File: src/design/smwc_pkg.sv
// ----------------------------------------------------------------------------
// smwc_pkg: shared definitions for the soil moisture watering controller
// Widths, codes, register reset values, controller types and the reciprocal
// table that the averaging divide uses.
// ----------------------------------------------------------------------------
package smwc_pkg;

	// Reading channel.
	localparam int SENSOR_COUNT = 4;
	localparam int SENSOR_W     = 14;
	localparam int MASK_W       = SENSOR_COUNT;
	localparam int FULL_SCALE   = 10000;

	// Accumulator and count widths follow from the number of readings.
	localparam int CNT_W = $clog2(SENSOR_COUNT + 1);
	localparam int SUM_W = $clog2(SENSOR_COUNT * FULL_SCALE + 1);
	localparam int M_W   = $clog2(SENSOR_COUNT * FULL_SCALE + SENSOR_COUNT / 2 + 1);
	localparam int IDX_W = (SENSOR_COUNT > 1) ? $clog2(SENSOR_COUNT) : 1;

	// Division by the reading count is a multiply by a rounded-up reciprocal.
	localparam int RECIP_SHIFT = 20;
	localparam int RECIP_W     = RECIP_SHIFT + 1;

	// Result fields.
	localparam int AVG_W  = 14;
	localparam int USED_W = 3;

	// Configuration registers.
	localparam int THR_W      = 7;
	localparam int INTV_W     = 16;
	localparam int COOL_W     = 17;
	localparam int CFG_DATA_W = 17;
	localparam int CFG_IDX_W  = 2;
	localparam int HUND_W     = 14;

	localparam logic [THR_W-1:0]  THR_RESET  = THR_W'(30);
	localparam logic [INTV_W-1:0] INTV_RESET = INTV_W'(10);
	localparam logic              AUTO_RESET = 1'b1;
	localparam logic [COOL_W-1:0] COOL_RESET = COOL_W'(3600);

	// Seconds since the last action saturate at all ones.
	localparam logic [COOL_W-1:0] SINCE_MAX = '1;

	typedef enum logic [1:0] {
		OP_SAMPLE = 2'd0,
		OP_TICK   = 2'd1,
		OP_TOGGLE = 2'd2,
		OP_NONE   = 2'd3
	} op_t;

	typedef enum logic [CFG_IDX_W-1:0] {
		CFG_THRESHOLD    = 2'd0,
		CFG_OFF_INTERVAL = 2'd1,
		CFG_AUTO_ENABLE  = 2'd2,
		CFG_COOLDOWN     = 2'd3
	} cfg_idx_t;

	typedef enum logic [1:0] {
		ST_IDLE,
		ST_ACCUM,
		ST_DIVIDE,
		ST_EXEC
	} st_t;

	typedef struct packed {
		logic capture;
		logic step;
		logic divide;
		logic commit;
	} dp_cmd_t;

	typedef struct packed {
		logic evt_is_sample;
	} dp_sts_t;

	// ceil(2^RECIP_SHIFT / n) for n from one to eight; exact for every
	// dividend the accumulator can produce.
	function automatic logic [RECIP_W-1:0] recip(input logic [CNT_W-1:0] n);
		logic [RECIP_W-1:0] r;
		case (int'(n))
			1:       r = RECIP_W'(1048576);
			2:       r = RECIP_W'(524288);
			3:       r = RECIP_W'(349526);
			4:       r = RECIP_W'(262144);
			5:       r = RECIP_W'(209716);
			6:       r = RECIP_W'(174763);
			7:       r = RECIP_W'(149797);
			8:       r = RECIP_W'(131072);
			default: r = '0;
		endcase
		return r;
	endfunction

endpackage

File: src/design/smwc_if.sv
// ----------------------------------------------------------------------------
// smwc_if: event and result channels
// Valid/ready channels; a transaction completes when valid and ready are
// both high at a rising clock edge.
// ----------------------------------------------------------------------------
interface smwc_evt_if;
	logic                            valid;
	logic                            ready;
	logic [1:0]                      op;
	logic [smwc_pkg::SENSOR_W-1:0]   sensor_a;
	logic [smwc_pkg::SENSOR_W-1:0]   sensor_b;
	logic [smwc_pkg::SENSOR_W-1:0]   sensor_c;
	logic [smwc_pkg::SENSOR_W-1:0]   sensor_d;
	logic [smwc_pkg::MASK_W-1:0]     valid_mask;

	modport source (
		output valid, op, sensor_a, sensor_b, sensor_c, sensor_d, valid_mask,
		input  ready
	);
	modport sink (
		input  valid, op, sensor_a, sensor_b, sensor_c, sensor_d, valid_mask,
		output ready
	);
endinterface

interface smwc_res_if;
	logic                          valid;
	logic                          ready;
	logic [smwc_pkg::AVG_W-1:0]    average_moisture;
	logic [smwc_pkg::USED_W-1:0]   used_count;
	logic                          pump_on;
	logic                          relay_level;
	logic                          alert;
	logic                          auto_started;

	modport source (
		output valid, average_moisture, used_count, pump_on, relay_level, alert,
		       auto_started,
		input  ready
	);
	modport sink (
		input  valid, average_moisture, used_count, pump_on, relay_level, alert,
		       auto_started,
		output ready
	);
endinterface

File: src/design/soil_moisture_watering_controller_unit.sv
// ----------------------------------------------------------------------------
// soil_moisture_watering_controller_unit: soil moisture watering controller
// Averages sets of moisture readings, decides on watering or an alert under
// a cooldown, and times the pump off with one-second ticks.
// ----------------------------------------------------------------------------
//
//   Channel  Direction  Transaction carries
//   -------  ---------  --------------------------------------------------------
//   evt      in         op, four readings and their valid mask
//   res      out        average, reading count, pump and relay state, flags
//   cfg      in         write enable, register index, write data (no handshake)
//
// A reading set passes through the accept step, one accumulator step per
// reading, the reciprocal multiply and the commit. Ticks, button toggles and
// the unused op go from the accept step straight to the commit. One event is
// in flight at a time; the next is taken once the previous result sits in
// the output register, so a stalled result costs nothing until the following
// commit. Reset is asynchronous and returns the pump to off, the cooldown to
// elapsed and the configuration and control registers to their defaults; the
// reading and result registers are not reset, and there is no clearing pass.
//
module soil_moisture_watering_controller_unit (
	input  logic                             clk,
	input  logic                             arst_n,
	smwc_evt_if.sink                         evt,
	smwc_res_if.source                       res,
	input  logic                             cfg_we,
	input  logic [smwc_pkg::CFG_IDX_W-1:0]   cfg_index,
	input  logic [smwc_pkg::CFG_DATA_W-1:0]  cfg_data
);
	import smwc_pkg::*;

	// The sequencer and the datapath talk only through these two bundles.
	dp_cmd_t cmd;
	dp_sts_t sts;

	// The sequencer owns both handshakes and walks each event through its
	// steps; it waits in its commit step while the result register is full.
	smwc_ctrl u_ctrl (
		.clk       (clk),
		.arst_n    (arst_n),
		.evt_valid (evt.valid),
		.evt_ready (evt.ready),
		.res_valid (res.valid),
		.res_ready (res.ready),
		.sts       (sts),
		.cmd       (cmd)
	);

	// The datapath holds configuration, pump and cooldown state, the
	// accumulator, the divide and the result payload register.
	smwc_dp u_dp (
		.clk              (clk),
		.arst_n           (arst_n),
		.cmd              (cmd),
		.sts              (sts),
		.cfg_we           (cfg_we),
		.cfg_index        (cfg_index),
		.cfg_data         (cfg_data),
		.op               (evt.op),
		.sensor_a         (evt.sensor_a),
		.sensor_b         (evt.sensor_b),
		.sensor_c         (evt.sensor_c),
		.sensor_d         (evt.sensor_d),
		.valid_mask       (evt.valid_mask),
		.average_moisture (res.average_moisture),
		.used_count       (res.used_count),
		.pump_on          (res.pump_on),
		.relay_level      (res.relay_level),
		.alert            (res.alert),
		.auto_started     (res.auto_started)
	);

endmodule

File: src/design/smwc_dp.sv
// ----------------------------------------------------------------------------
// smwc_dp: watering controller datapath
// Configuration registers, reading accumulator, reciprocal divide, pump and
// cooldown state, and the result register.
// ----------------------------------------------------------------------------
module smwc_dp (
	input  logic                             clk,
	input  logic                             arst_n,
	input  smwc_pkg::dp_cmd_t                cmd,
	output smwc_pkg::dp_sts_t                sts,
	input  logic                             cfg_we,
	input  logic [smwc_pkg::CFG_IDX_W-1:0]   cfg_index,
	input  logic [smwc_pkg::CFG_DATA_W-1:0]  cfg_data,
	input  logic [1:0]                       op,
	input  logic [smwc_pkg::SENSOR_W-1:0]    sensor_a,
	input  logic [smwc_pkg::SENSOR_W-1:0]    sensor_b,
	input  logic [smwc_pkg::SENSOR_W-1:0]    sensor_c,
	input  logic [smwc_pkg::SENSOR_W-1:0]    sensor_d,
	input  logic [smwc_pkg::MASK_W-1:0]      valid_mask,
	output logic [smwc_pkg::AVG_W-1:0]       average_moisture,
	output logic [smwc_pkg::USED_W-1:0]      used_count,
	output logic                             pump_on,
	output logic                             relay_level,
	output logic                             alert,
	output logic                             auto_started
);
	import smwc_pkg::*;

	// Configuration.
	logic [THR_W-1:0]  thr_q;
	logic [INTV_W-1:0] intv_q;
	logic              auto_q;
	logic [COOL_W-1:0] cool_q;

	// Controller state.
	logic              pump_q;
	logic [COOL_W-1:0] since_q;
	logic [INTV_W-1:0] cnt_q;

	// Item in flight.
	op_t                op_q;
	logic [SENSOR_W-1:0] sens_q [SENSOR_COUNT];
	logic [MASK_W-1:0]  mask_q;
	logic [SUM_W-1:0]   sum_q;
	logic [CNT_W-1:0]   npos_q;
	logic [CNT_W-1:0]   nzero_q;
	logic [AVG_W-1:0]   avg_q;

	logic [SENSOR_W-1:0] sens_in [SENSOR_COUNT];
	logic [SENSOR_W-1:0] head_clamped;
	logic [M_W-1:0]      div_m;
	logic [M_W+RECIP_W-1:0] div_prod;
	logic [USED_W-1:0]   used;
	logic [HUND_W-1:0]   thr_hund;
	logic                low_seen;

	logic              pump_d;
	logic [COOL_W-1:0] since_d;
	logic [INTV_W-1:0] cnt_d;
	logic              alert_d;
	logic              started_d;

	assign sens_in[0] = sensor_a;
	assign sens_in[1] = sensor_b;
	assign sens_in[2] = sensor_c;
	assign sens_in[3] = sensor_d;

	assign sts.evt_is_sample = (op_t'(op) == OP_SAMPLE);

	always_ff @(posedge clk or negedge arst_n) begin
		if (!arst_n) begin
			thr_q  <= THR_RESET;
			intv_q <= INTV_RESET;
			auto_q <= AUTO_RESET;
			cool_q <= COOL_RESET;
		end else if (cfg_we) begin
			case (cfg_idx_t'(cfg_index))
				CFG_THRESHOLD:    thr_q  <= cfg_data[THR_W-1:0];
				CFG_OFF_INTERVAL: intv_q <= cfg_data[INTV_W-1:0];
				CFG_AUTO_ENABLE:  auto_q <= cfg_data[0];
				CFG_COOLDOWN:     cool_q <= cfg_data[COOL_W-1:0];
				default:          ;
			endcase
		end
	end

	// Readings shift toward the head; one reading is folded in per step.
	assign head_clamped = (int'(sens_q[0]) > FULL_SCALE) ? SENSOR_W'(FULL_SCALE) : sens_q[0];

	always_ff @(posedge clk) begin
		if (cmd.capture) begin
			op_q    <= op_t'(op);
			mask_q  <= valid_mask;
			sum_q   <= '0;
			npos_q  <= '0;
			nzero_q <= '0;
			for (int i = 0; i < SENSOR_COUNT; i++) begin
				sens_q[i] <= sens_in[i];
			end
		end else if (cmd.step) begin
			for (int i = 0; i < SENSOR_COUNT - 1; i++) begin
				sens_q[i] <= sens_q[i+1];
			end
			mask_q <= mask_q >> 1;
			if (mask_q[0]) begin
				if (head_clamped != '0) begin
					sum_q  <= sum_q + SUM_W'(head_clamped);
					npos_q <= npos_q + CNT_W'(1);
				end else begin
					nzero_q <= nzero_q + CNT_W'(1);
				end
			end
		end
	end

	// Rounded average: floor((2*sum + n) / (2*n)) = floor((sum + n/2) / n).
	assign div_m    = M_W'(sum_q) + M_W'(npos_q >> 1);
	assign div_prod = (M_W+RECIP_W)'(div_m) * (M_W+RECIP_W)'(recip(npos_q));

	always_ff @(posedge clk) begin
		if (cmd.divide) begin
			avg_q <= (npos_q == '0) ? '0 : div_prod[RECIP_SHIFT +: AVG_W];
		end
	end

	assign used     = USED_W'((npos_q != '0) ? npos_q : nzero_q);
	assign thr_hund = HUND_W'(thr_q) * HUND_W'(100);
	assign low_seen = (used != '0) && (avg_q <= thr_hund) && (since_q >= cool_q);

	always_comb begin
		pump_d    = pump_q;
		since_d   = since_q;
		cnt_d     = cnt_q;
		alert_d   = 1'b0;
		started_d = 1'b0;
		case (op_q)
			OP_SAMPLE: begin
				if (low_seen) begin
					if (auto_q) begin
						if (!pump_q) begin
							pump_d    = 1'b1;
							cnt_d     = intv_q;
							started_d = 1'b1;
							since_d   = '0;
						end
					end else begin
						alert_d = 1'b1;
						since_d = '0;
					end
				end
			end
			OP_TICK: begin
				if (since_q != SINCE_MAX) begin
					since_d = since_q + COOL_W'(1);
				end
				if (pump_q) begin
					if (cnt_q <= INTV_W'(1)) begin
						pump_d = 1'b0;
						cnt_d  = '0;
					end else begin
						cnt_d = cnt_q - INTV_W'(1);
					end
				end
			end
			OP_TOGGLE: begin
				pump_d = !pump_q;
				cnt_d  = pump_q ? '0 : intv_q;
			end
			default: ;
		endcase
	end

	always_ff @(posedge clk or negedge arst_n) begin
		if (!arst_n) begin
			pump_q  <= 1'b0;
			since_q <= SINCE_MAX;
			cnt_q   <= '0;
		end else if (cmd.commit) begin
			pump_q  <= pump_d;
			since_q <= since_d;
			cnt_q   <= cnt_d;
		end
	end

	always_ff @(posedge clk) begin
		if (cmd.commit) begin
			average_moisture <= (op_q == OP_SAMPLE) ? avg_q : '0;
			used_count       <= (op_q == OP_SAMPLE) ? used : '0;
			pump_on          <= pump_d;
			relay_level      <= !pump_d;
			alert            <= alert_d;
			auto_started     <= started_d;
		end
	end

endmodule

File: src/design/smwc_ctrl.sv
// ----------------------------------------------------------------------------
// smwc_ctrl: watering controller sequencer
// Steps each reading set through capture, accumulation, divide and commit,
// other events from capture straight to commit, and owns both handshakes.
// ----------------------------------------------------------------------------
module smwc_ctrl (
	input  logic              clk,
	input  logic              arst_n,
	input  logic              evt_valid,
	output logic              evt_ready,
	output logic              res_valid,
	input  logic              res_ready,
	input  smwc_pkg::dp_sts_t sts,
	output smwc_pkg::dp_cmd_t cmd
);
	import smwc_pkg::*;

	st_t              state_q;
	st_t              state_d;
	logic [IDX_W-1:0] idx_q;
	logic             res_valid_q;
	logic             slot_free;

	// The result register can be reloaded once it is empty or being drained.
	assign slot_free = !res_valid_q || res_ready;

	always_ff @(posedge clk or negedge arst_n) begin
		if (!arst_n) begin
			state_q <= ST_IDLE;
		end else begin
			state_q <= state_d;
		end
	end

	always_comb begin
		state_d   = state_q;
		cmd       = '0;
		evt_ready = 1'b0;
		case (state_q)
			ST_IDLE: begin
				evt_ready = 1'b1;
				if (evt_valid) begin
					cmd.capture = 1'b1;
					state_d     = sts.evt_is_sample ? ST_ACCUM : ST_EXEC;
				end
			end
			ST_ACCUM: begin
				cmd.step = 1'b1;
				if (int'(idx_q) == SENSOR_COUNT - 1) begin
					state_d = ST_DIVIDE;
				end
			end
			ST_DIVIDE: begin
				cmd.divide = 1'b1;
				state_d    = ST_EXEC;
			end
			ST_EXEC: begin
				if (slot_free) begin
					cmd.commit = 1'b1;
					state_d    = ST_IDLE;
				end
			end
			default: state_d = ST_IDLE;
		endcase
	end

	always_ff @(posedge clk or negedge arst_n) begin
		if (!arst_n) begin
			idx_q <= '0;
		end else if (state_q == ST_ACCUM) begin
			idx_q <= (int'(idx_q) == SENSOR_COUNT - 1) ? '0 : idx_q + IDX_W'(1);
		end
	end

	always_ff @(posedge clk or negedge arst_n) begin
		if (!arst_n) begin
			res_valid_q <= 1'b0;
		end else if (cmd.commit) begin
			res_valid_q <= 1'b1;
		end else if (res_ready) begin
			res_valid_q <= 1'b0;
		end
	end

	assign res_valid = res_valid_q;

endmodule
File: src/flat_wrapper.sv
// flat-port wrapper written by rule: the top's interface ports become plain ports
module soil_moisture_watering_controller_unit_flat import smwc_pkg::*;
  (clk, arst_n, cfg_we, cfg_index, cfg_data, evt_valid, evt_op, evt_sensor_a, evt_sensor_b, evt_sensor_c, evt_sensor_d, evt_valid_mask, evt_ready, res_valid, res_average_moisture, res_used_count, res_pump_on, res_relay_level, res_alert, res_auto_started, res_ready);
  smwc_evt_if evt_i ();
  smwc_res_if res_i ();
  input  logic clk;
  input  logic arst_n;
  input  logic cfg_we;
  input  logic [smwc_pkg::CFG_IDX_W-1:0] cfg_index;
  input  logic [smwc_pkg::CFG_DATA_W-1:0] cfg_data;
  input wire logic [$bits(evt_i.valid)-1:0] evt_valid;
  input wire logic [$bits(evt_i.op)-1:0] evt_op;
  input wire logic [$bits(evt_i.sensor_a)-1:0] evt_sensor_a;
  input wire logic [$bits(evt_i.sensor_b)-1:0] evt_sensor_b;
  input wire logic [$bits(evt_i.sensor_c)-1:0] evt_sensor_c;
  input wire logic [$bits(evt_i.sensor_d)-1:0] evt_sensor_d;
  input wire logic [$bits(evt_i.valid_mask)-1:0] evt_valid_mask;
  output wire logic [$bits(evt_i.ready)-1:0] evt_ready;
  output wire logic [$bits(res_i.valid)-1:0] res_valid;
  output wire logic [$bits(res_i.average_moisture)-1:0] res_average_moisture;
  output wire logic [$bits(res_i.used_count)-1:0] res_used_count;
  output wire logic [$bits(res_i.pump_on)-1:0] res_pump_on;
  output wire logic [$bits(res_i.relay_level)-1:0] res_relay_level;
  output wire logic [$bits(res_i.alert)-1:0] res_alert;
  output wire logic [$bits(res_i.auto_started)-1:0] res_auto_started;
  input wire logic [$bits(res_i.ready)-1:0] res_ready;
  assign evt_i.valid = evt_valid;
  assign evt_i.op = evt_op;
  assign evt_i.sensor_a = evt_sensor_a;
  assign evt_i.sensor_b = evt_sensor_b;
  assign evt_i.sensor_c = evt_sensor_c;
  assign evt_i.sensor_d = evt_sensor_d;
  assign evt_i.valid_mask = evt_valid_mask;
  assign evt_ready = evt_i.ready;
  assign res_valid = res_i.valid;
  assign res_average_moisture = res_i.average_moisture;
  assign res_used_count = res_i.used_count;
  assign res_pump_on = res_i.pump_on;
  assign res_relay_level = res_i.relay_level;
  assign res_alert = res_i.alert;
  assign res_auto_started = res_i.auto_started;
  assign res_i.ready = res_ready;
  soil_moisture_watering_controller_unit u_core (.clk(clk), .arst_n(arst_n), .evt(evt_i), .res(res_i), .cfg_we(cfg_we), .cfg_index(cfg_index), .cfg_data(cfg_data));
endmodule
File: config.mk
export PLATFORM = sky130hd
export DESIGN_NAME = soil_moisture_watering_controller_unit_flat
export DESIGN_NICKNAME = d
export VERILOG_FILES = /design/src/design/smwc_pkg.sv /design/src/design/smwc_if.sv /design/src/design/soil_moisture_watering_controller_unit.sv /design/src/design/smwc_dp.sv /design/src/design/smwc_ctrl.sv /design/src/flat_wrapper.sv
export SDC_FILE = /design/constraint.sdc
export NUM_CORES = 1
export LEC_CHECK = 0
export ABC_AREA = 0
export BUFFER_PORTS_ARGS = -buffer_cell sky130_fd_sc_hd__buf_2
export CORE_ASPECT_RATIO = 1.5
export CORE_MARGIN = 1.5
export CORE_UTILIZATION = 41
export DETAILED_ROUTE_END_ITERATION = 8
export GPL_TIMING_DRIVEN = 0
export HOLD_SLACK_MARGIN = 0.06
export PLACE_DENSITY_LB_ADDON = 0.3
export SLEW_MARGIN = 20
export SYNTH_ARGS = -nofsm -noshare
export SYNTH_HDL_FRONTEND = slang
export SYNTH_HIERARCHICAL = 1
export SYNTH_SLANG_ARGS = --single-unit
export TNS_END_PERCENT = 20
File: constraint.sdc
create_clock -name clk -period 16.1 [get_ports clk]
set_input_delay 1.61 -clock clk [delete_from_list [all_inputs] [get_ports clk]]
set_output_delay 1.61 -clock clk [all_outputs]
set_load 0.01 [all_outputs]
Word-level counts from Yosys, hierarchy flattened
Memory sizes are Yosys's and may differ from the RTL's.
Index checks and enable logic that the tools add are counted.
Widths: inputs -> output; s select.
{ "word_totals": {"romBits": 0, "reg_bits": 143, "word_cells": 142, "latch_bits": 0, "mem_count": 1, "input_bits": 86, "out_inout_bits": 23, "mem_bits_rw": 56} }
{ "classes": {"reduce_logical": 29, "shift": 0, "n_eq_ne": 26, "n_lt_le_gt_ge": 4, "bitwise": 4, "multipliers": 2, "n_addsub": 7, "n_div": 0, "n_mux": 47} }
{ "mem_list": {"columns": ["name", "depth", "width", "read_ports", "rd_ports_with_merged_regs", "write_ports", "line_no", "text"], "rows": [
  ["u_core.u_dp.sens_q", 4, 14, 4, 0, 4, "smwc_dp.sv:42", "logic [SENSOR_W-1:0] sens_q [SENSOR_COUNT];"]
]} }
{ "ops": {"columns": ["op", "count"], "rows": [
  ["$pmux 21 s7", 1],
  ["$mux 16", 6],
  ["$mux 17", 4],
  ["$mux 14", 4],
  ["$pmux 16 s3", 1],
  ["$mul 16x21->34", 1],
  ["$pmux 17 s2", 1],
  ["$mux 1", 20],
  ["$add 17x1->17 const B", 1],
  ["$ge 17x17->1", 1],
  ["$ne 17x17->1 const B", 1],
  ["$add 16x14->16", 1],
  ["$add 16x2->16", 1],
  ["$le 16x1->1 const B", 1],
  ["$sub 16x1->16 const B", 1],
  ["$gt 14x14->1 const B", 1],
  ["$le 14x14->1", 1],
  ["$ne 2x2->1 const B", 7],
  ["$reduce_bool 14->1", 1],
  ["$eq 3x3->1 const B", 4],
  ["$mul 7x5->12 const B", 1],
  ["$reduce_and 3->1", 4],
  ["$eq 2x2->1 const B", 5],
  ["$mux 2", 5],
  ["23 further kinds", 45]
]} }

Logic depth before layout (Yosys ltp)
{ "logic_depth": {"ltp_word": 8, "mapped_depth": 30, "mapped_depth_nobuf": 30} }

Hierarchy
The synthesis kept the hierarchy.
{ "by_module_without_submodules": {"columns": ["mod", "cells_per_inst", "n_inst", "area_each_um2", "seq_area_each_um2"], "rows": [
  ["smwc_dp", 2009, 1, 19812.8, 5265.0],
  ["smwc_ctrl", 28, 1, 332.8, 125.1]
]} }

Worst setup path before layout
OpenSTA, ideal clock, no wires.
{ "synth_timing": {"path_kind": "register to register", "startpoint": "register u_core.u_dp.npos_q[1]", "endpoint": "register u_core.u_dp.avg_q[12], data pin", "stages_incl_launch_ff": 28, "setup_time_ns": 0.260, "arrival_ns": 7.204, "slack_ns": 8.636, "required_ns": 15.840, "synth_period_minus_slack_ns": 7.464, "n_path_buf": 1, "cell_sequence": "dfxtp_1 ha_1 fa_1 inv_1 or3_1 buf_2 nor2_1 xor2_1 nand2_1 fa_1 inv_1 fa_1 fa_1 fa_1 fa_1 inv_1 fa_1 inv_1 ha_1 a21oi_1 nand2_1 a221o_1 a21o_1 nor3_1 nor3_1 a311o_1 nor3_1 nor3_1"} }
{ "synth_between": {"elab_chain_len": 3, "word_cells_on_any_way": 11, "cone_classes": "add/sub (1); mul (1); eq/ne (7); mux (1); reduce/logical (1)"} }
{ "synth_rtl": {"columns": ["item", "line_no", "text"], "rows": [
  ["start: declaration", "smwc_dp.sv:45", "logic [CNT_W-1:0] npos_q;"],
  ["start signal: assignment", "smwc_dp.sv:108", "npos_q <= npos_q + CNT_W'(1);"],
  ["parallel branches: the longest is 3 deep, another holds $mul 16x21->34", null, null],
  ["end signal: assignment", "smwc_dp.sv:122", "avg_q <= (npos_q == '0) ? '0 : div_prod[RECIP_SHIFT +: AVG_W];"],
  ["end: declaration", "smwc_dp.sv:47", "logic [AVG_W-1:0] avg_q;"]
]} }
Several ways; the timed one is not identified.
A chain may end at the register's enable or synchronous reset.

Worst setup path after layout
Ends and elaborated chain as after synthesis.

==> flow_summary.toml <==
[status]
outcome = "finished, final reports clean"

[worst_setup_path]
crit_required_ps = 16320
arrival_ps = 9740
cpPeakStageDelay_ps = 680
crit_slowest_cell = "a211oi_2"
path_buf_inv = 7
endpoint_kind = "flop"
path_class = "reg -> reg"
start_kind = "flop"
path_delay_family = "adder cells"
cp_max_fo = 10
cpMostUsedCell = "fa_1"

[synth]
syn_nets = 2565
yosysUniqueCellTypes = 77
synth_edf_count = 97
yosys_register_bits = 199
synth_area_um2 = 20100
synthFlopType = "edfxtp_1"
synth_cells = 2037
synth_seq_area_share_pct = 26.8
syn_area_per_cell_um2 = 9.89
ys_warn_count = 6
synthArstFlopShare_pct = 40.2

[run]
drv_cap = 0

[sta]
rsz0062_at_grt = "false"
max_slew.worst_pin.slew_ps = 1060
hold_viol = 0
period_share_pct = 59.2
min_period_ps = 9520
setup_viol = 0
clock_skew_ps = 13.2
relSlewSlack_pct = 28.7
max_freq_mhz = 105
final_max_slew_viol_count = 0
tns_ps = 0

[cts]
cts_buffers = 17
cts_buffer_depth = 2
cts-htree-levels = 4
clk_latency_ps = 470
cts_hold_buf = 0
path_clk_slew_ps = 80
cts_setup_buffers = 0
cts_sinks = 199
cts_resized = 0
cts_root_buf = "clkbuf_16"
cts_tree = "done"

[placement]
postPlaceCellArea_um2 = 21500
place_congestion = 0.972
dp_hpwl_um = 46900
portBuffers = 108
place_inst = 2802

[route]
via_per_inst = 5.17
drt_iter0_drc = 642
ant_nets = 0
first_pass_iters = 7
drc = 0
wl_per_cell_um = 19.4
dr_total_vias = 14646
wirelength_um = 55100

[layout]
final_common_cell = "inv_1"
diodes = 0
multi_input_comb_area_um2 = 13000
final_cell_area_um2 = 22200
layout_common_cells = "407 x inv_1, 253 x fa_1, 210 x nand2_1, 189 x ha_1, 151 x nor2_1"
utilization_pct = 45.6
drive_gt1_share_pct = 13.2
register_area_um2 = 5390
nNetsFinal = 2693
n_fill_cell = 4653
instances_no_fill = 2834
syn_to_final_growth_pct = 9.99

[global_routing]
grt_max_degree = 54
antenna_found_initial = 1
first_global_vias = 15780
grt_usage_pct = 22.8
grt_pass1_wl_um = 85300
gr-total-overflow = 0

[power_and_ir_drop]
powerDensity_nw_per_um2 = 146
max-vdd-ir-drop_mv = 0.131
p_total_mw = 3.24
cellLeakagePower_nw = 10.8

[min_path]
hold_path_class = "reg -> reg"

[floorplanning]
boundaryPins = 109
core_area_um2 = 48600
fp-row-count = 99
die_width_um = 184
start_util_pct = 41.5
dieHeight_um = 274
die-area_um2 = 50500
## routing by layer
| layer | routed length [um] | part of all wire [%] | track usage, % | vias to the layer above |
|---|---|---|---|---|
| met5 | 0 | 0 | 0 | - |
| met4 | 3770 | 6.8 | 14.5 | 0 |
| met3 | 2390 | 4.3 | 3.43 | 151 |
| met2 | 30100 | 55 | 44.1 | 424 |
| met1 | 18800 | 34 | 22.3 | 7294 |
| li1 | - | - | - | 6777 |
## cells in the mapped netlist, types with 5 or more instances
cell	number	area, um2
a22o_1	7	61.3
o21a_1	6	45.0
a211oi_1	7	52.6
ha_1	189	2360
inv_1	407	1530
dfstp_2	28	736
or3_1	10	62.6
nor2b_1	16	100
clkbuf_1	41	154
xnor2_1	41	359
nor2_1	151	567
o21bai_1	5	37.5
fa_1	253	5060
nand2_1	210	788
buf_2	5	25.0
a21o_1	21	158
or2_2	10	62.6
and2_1	34	213
a21oi_1	78	390
o21ai_0	51	255
o21ai_1	11	55.1
nand3b_1	8	60.1
xor2_1	29	254
nand2b_1	10	62.6
nor4_1	6	37.5
dfxtp_1	22	440
nand3_1	25	125
dfrtp_1	52	1300
nor3_1	29	145
edfxtp_1	97	2910
nand4_1	9	56.3
o221ai_1	5	43.8
mux2_2	84	946
and3_1	11	68.8
## cell type report
| type | instances | share of cell area, % |
|---|---|---|
| Sequential cell | 199 | 24.3 |
| Clock inverter | 14 | 0.813 |
| Timing Repair Buffer | 109 | 2.57 |
| Multi-Input combinational cell | 1379 | 58.8 |
| Clock buffer | 18 | 1.94 |
| Inverter | 410 | 6.95 |
| Buffer | 49 | 0.864 |
| Tap cell | 656 | 3.70 |
## cell families (layout without fill, tap and decap cells)
kind of cell	count (synthesis)	in the layout	share of synthesized area, %
simple gates	550	550	12.7
buf+inv	459	600	8.59
fa+ha+maj	442	442	36.9
compound gates	228	228	7.11
flops	199	199	26.8
mux	88	88	4.89
xor+xnor	71	71	3.12
## through the flow
stage / setup WS (ps) / hold WS (ps)
floorplan: 8640 / 451
global placement: 6840 / 466
detailed placement: 6710 / 479
CTS: 6690 / 496
global route: 6340 / 513
finish: 6580 / 499
## sequential cells by signal, summed over array words and instances (netlist names), 2 cells and up
| register | count |
|---|---|
| u_core/u_dp/nzero_q | 3 |
| u_core/u_dp/sens_q | 56 |
| u_core/u_dp/sum_q | 16 |
| u_core/u_dp/average_moisture | 14 |
| u_core/u_dp/npos_q | 3 |
| u_core/u_dp/intv_q | 16 |
| u_core/u_dp/used_count | 3 |
| u_core/u_dp/thr_q | 7 |
| u_core/u_ctrl/idx_q | 2 |
| u_core/u_ctrl/state_q | 2 |
| u_core/u_dp/since_q | 17 |
| u_core/u_dp/cnt_q | 16 |
| u_core/u_dp/mask_q | 4 |
| u_core/u_dp/cool_q | 17 |
| u_core/u_dp/avg_q | 14 |
| u_core/u_dp/op_q | 2 |
## worst paths after layout
check | startpoint | depth (start not counted) | slack (ps) | to
hold / removal | u_core/u_dp/cnt_q[12] | 2 | 500 | u_core/u_dp/cnt_q[12]
setup reg to reg | u_core/u_dp/npos_q[1] | 28 | 6580 | u_core/u_dp/avg_q[12]
hold reg to reg | u_core/u_dp/cnt_q[12] | 2 | 500 | u_core/u_dp/cnt_q[12]
setup / recovery | u_core/u_dp/npos_q[1] | 28 | 6580 | u_core/u_dp/avg_q[12]
max in group asynchronous | arst_n | 2 | 14350 | u_core/u_dp/intv_q[3]
min in group asynchronous | arst_n | 1 | 1070 | u_core/u_dp/cool_q[12]
## where the power goes
part | internal, mW | switching (mW)
Sequential | 0.766 | 0.125
Combinational | 0.721 | 1.18
Clock | 0.237 | 0.211
## worst register-to-register path, delay by kind of cell (launching register included)
family,cells,cell delay (ps)
AND/OR/NAND/NOR,10,2150
buffers and inverters,7,1500
adder cells (fa/ha/maj),8,3820
flip-flops,1,400
AO/OA/AOI/OAI,3,1400
Power figures use the tool's default switching activity.
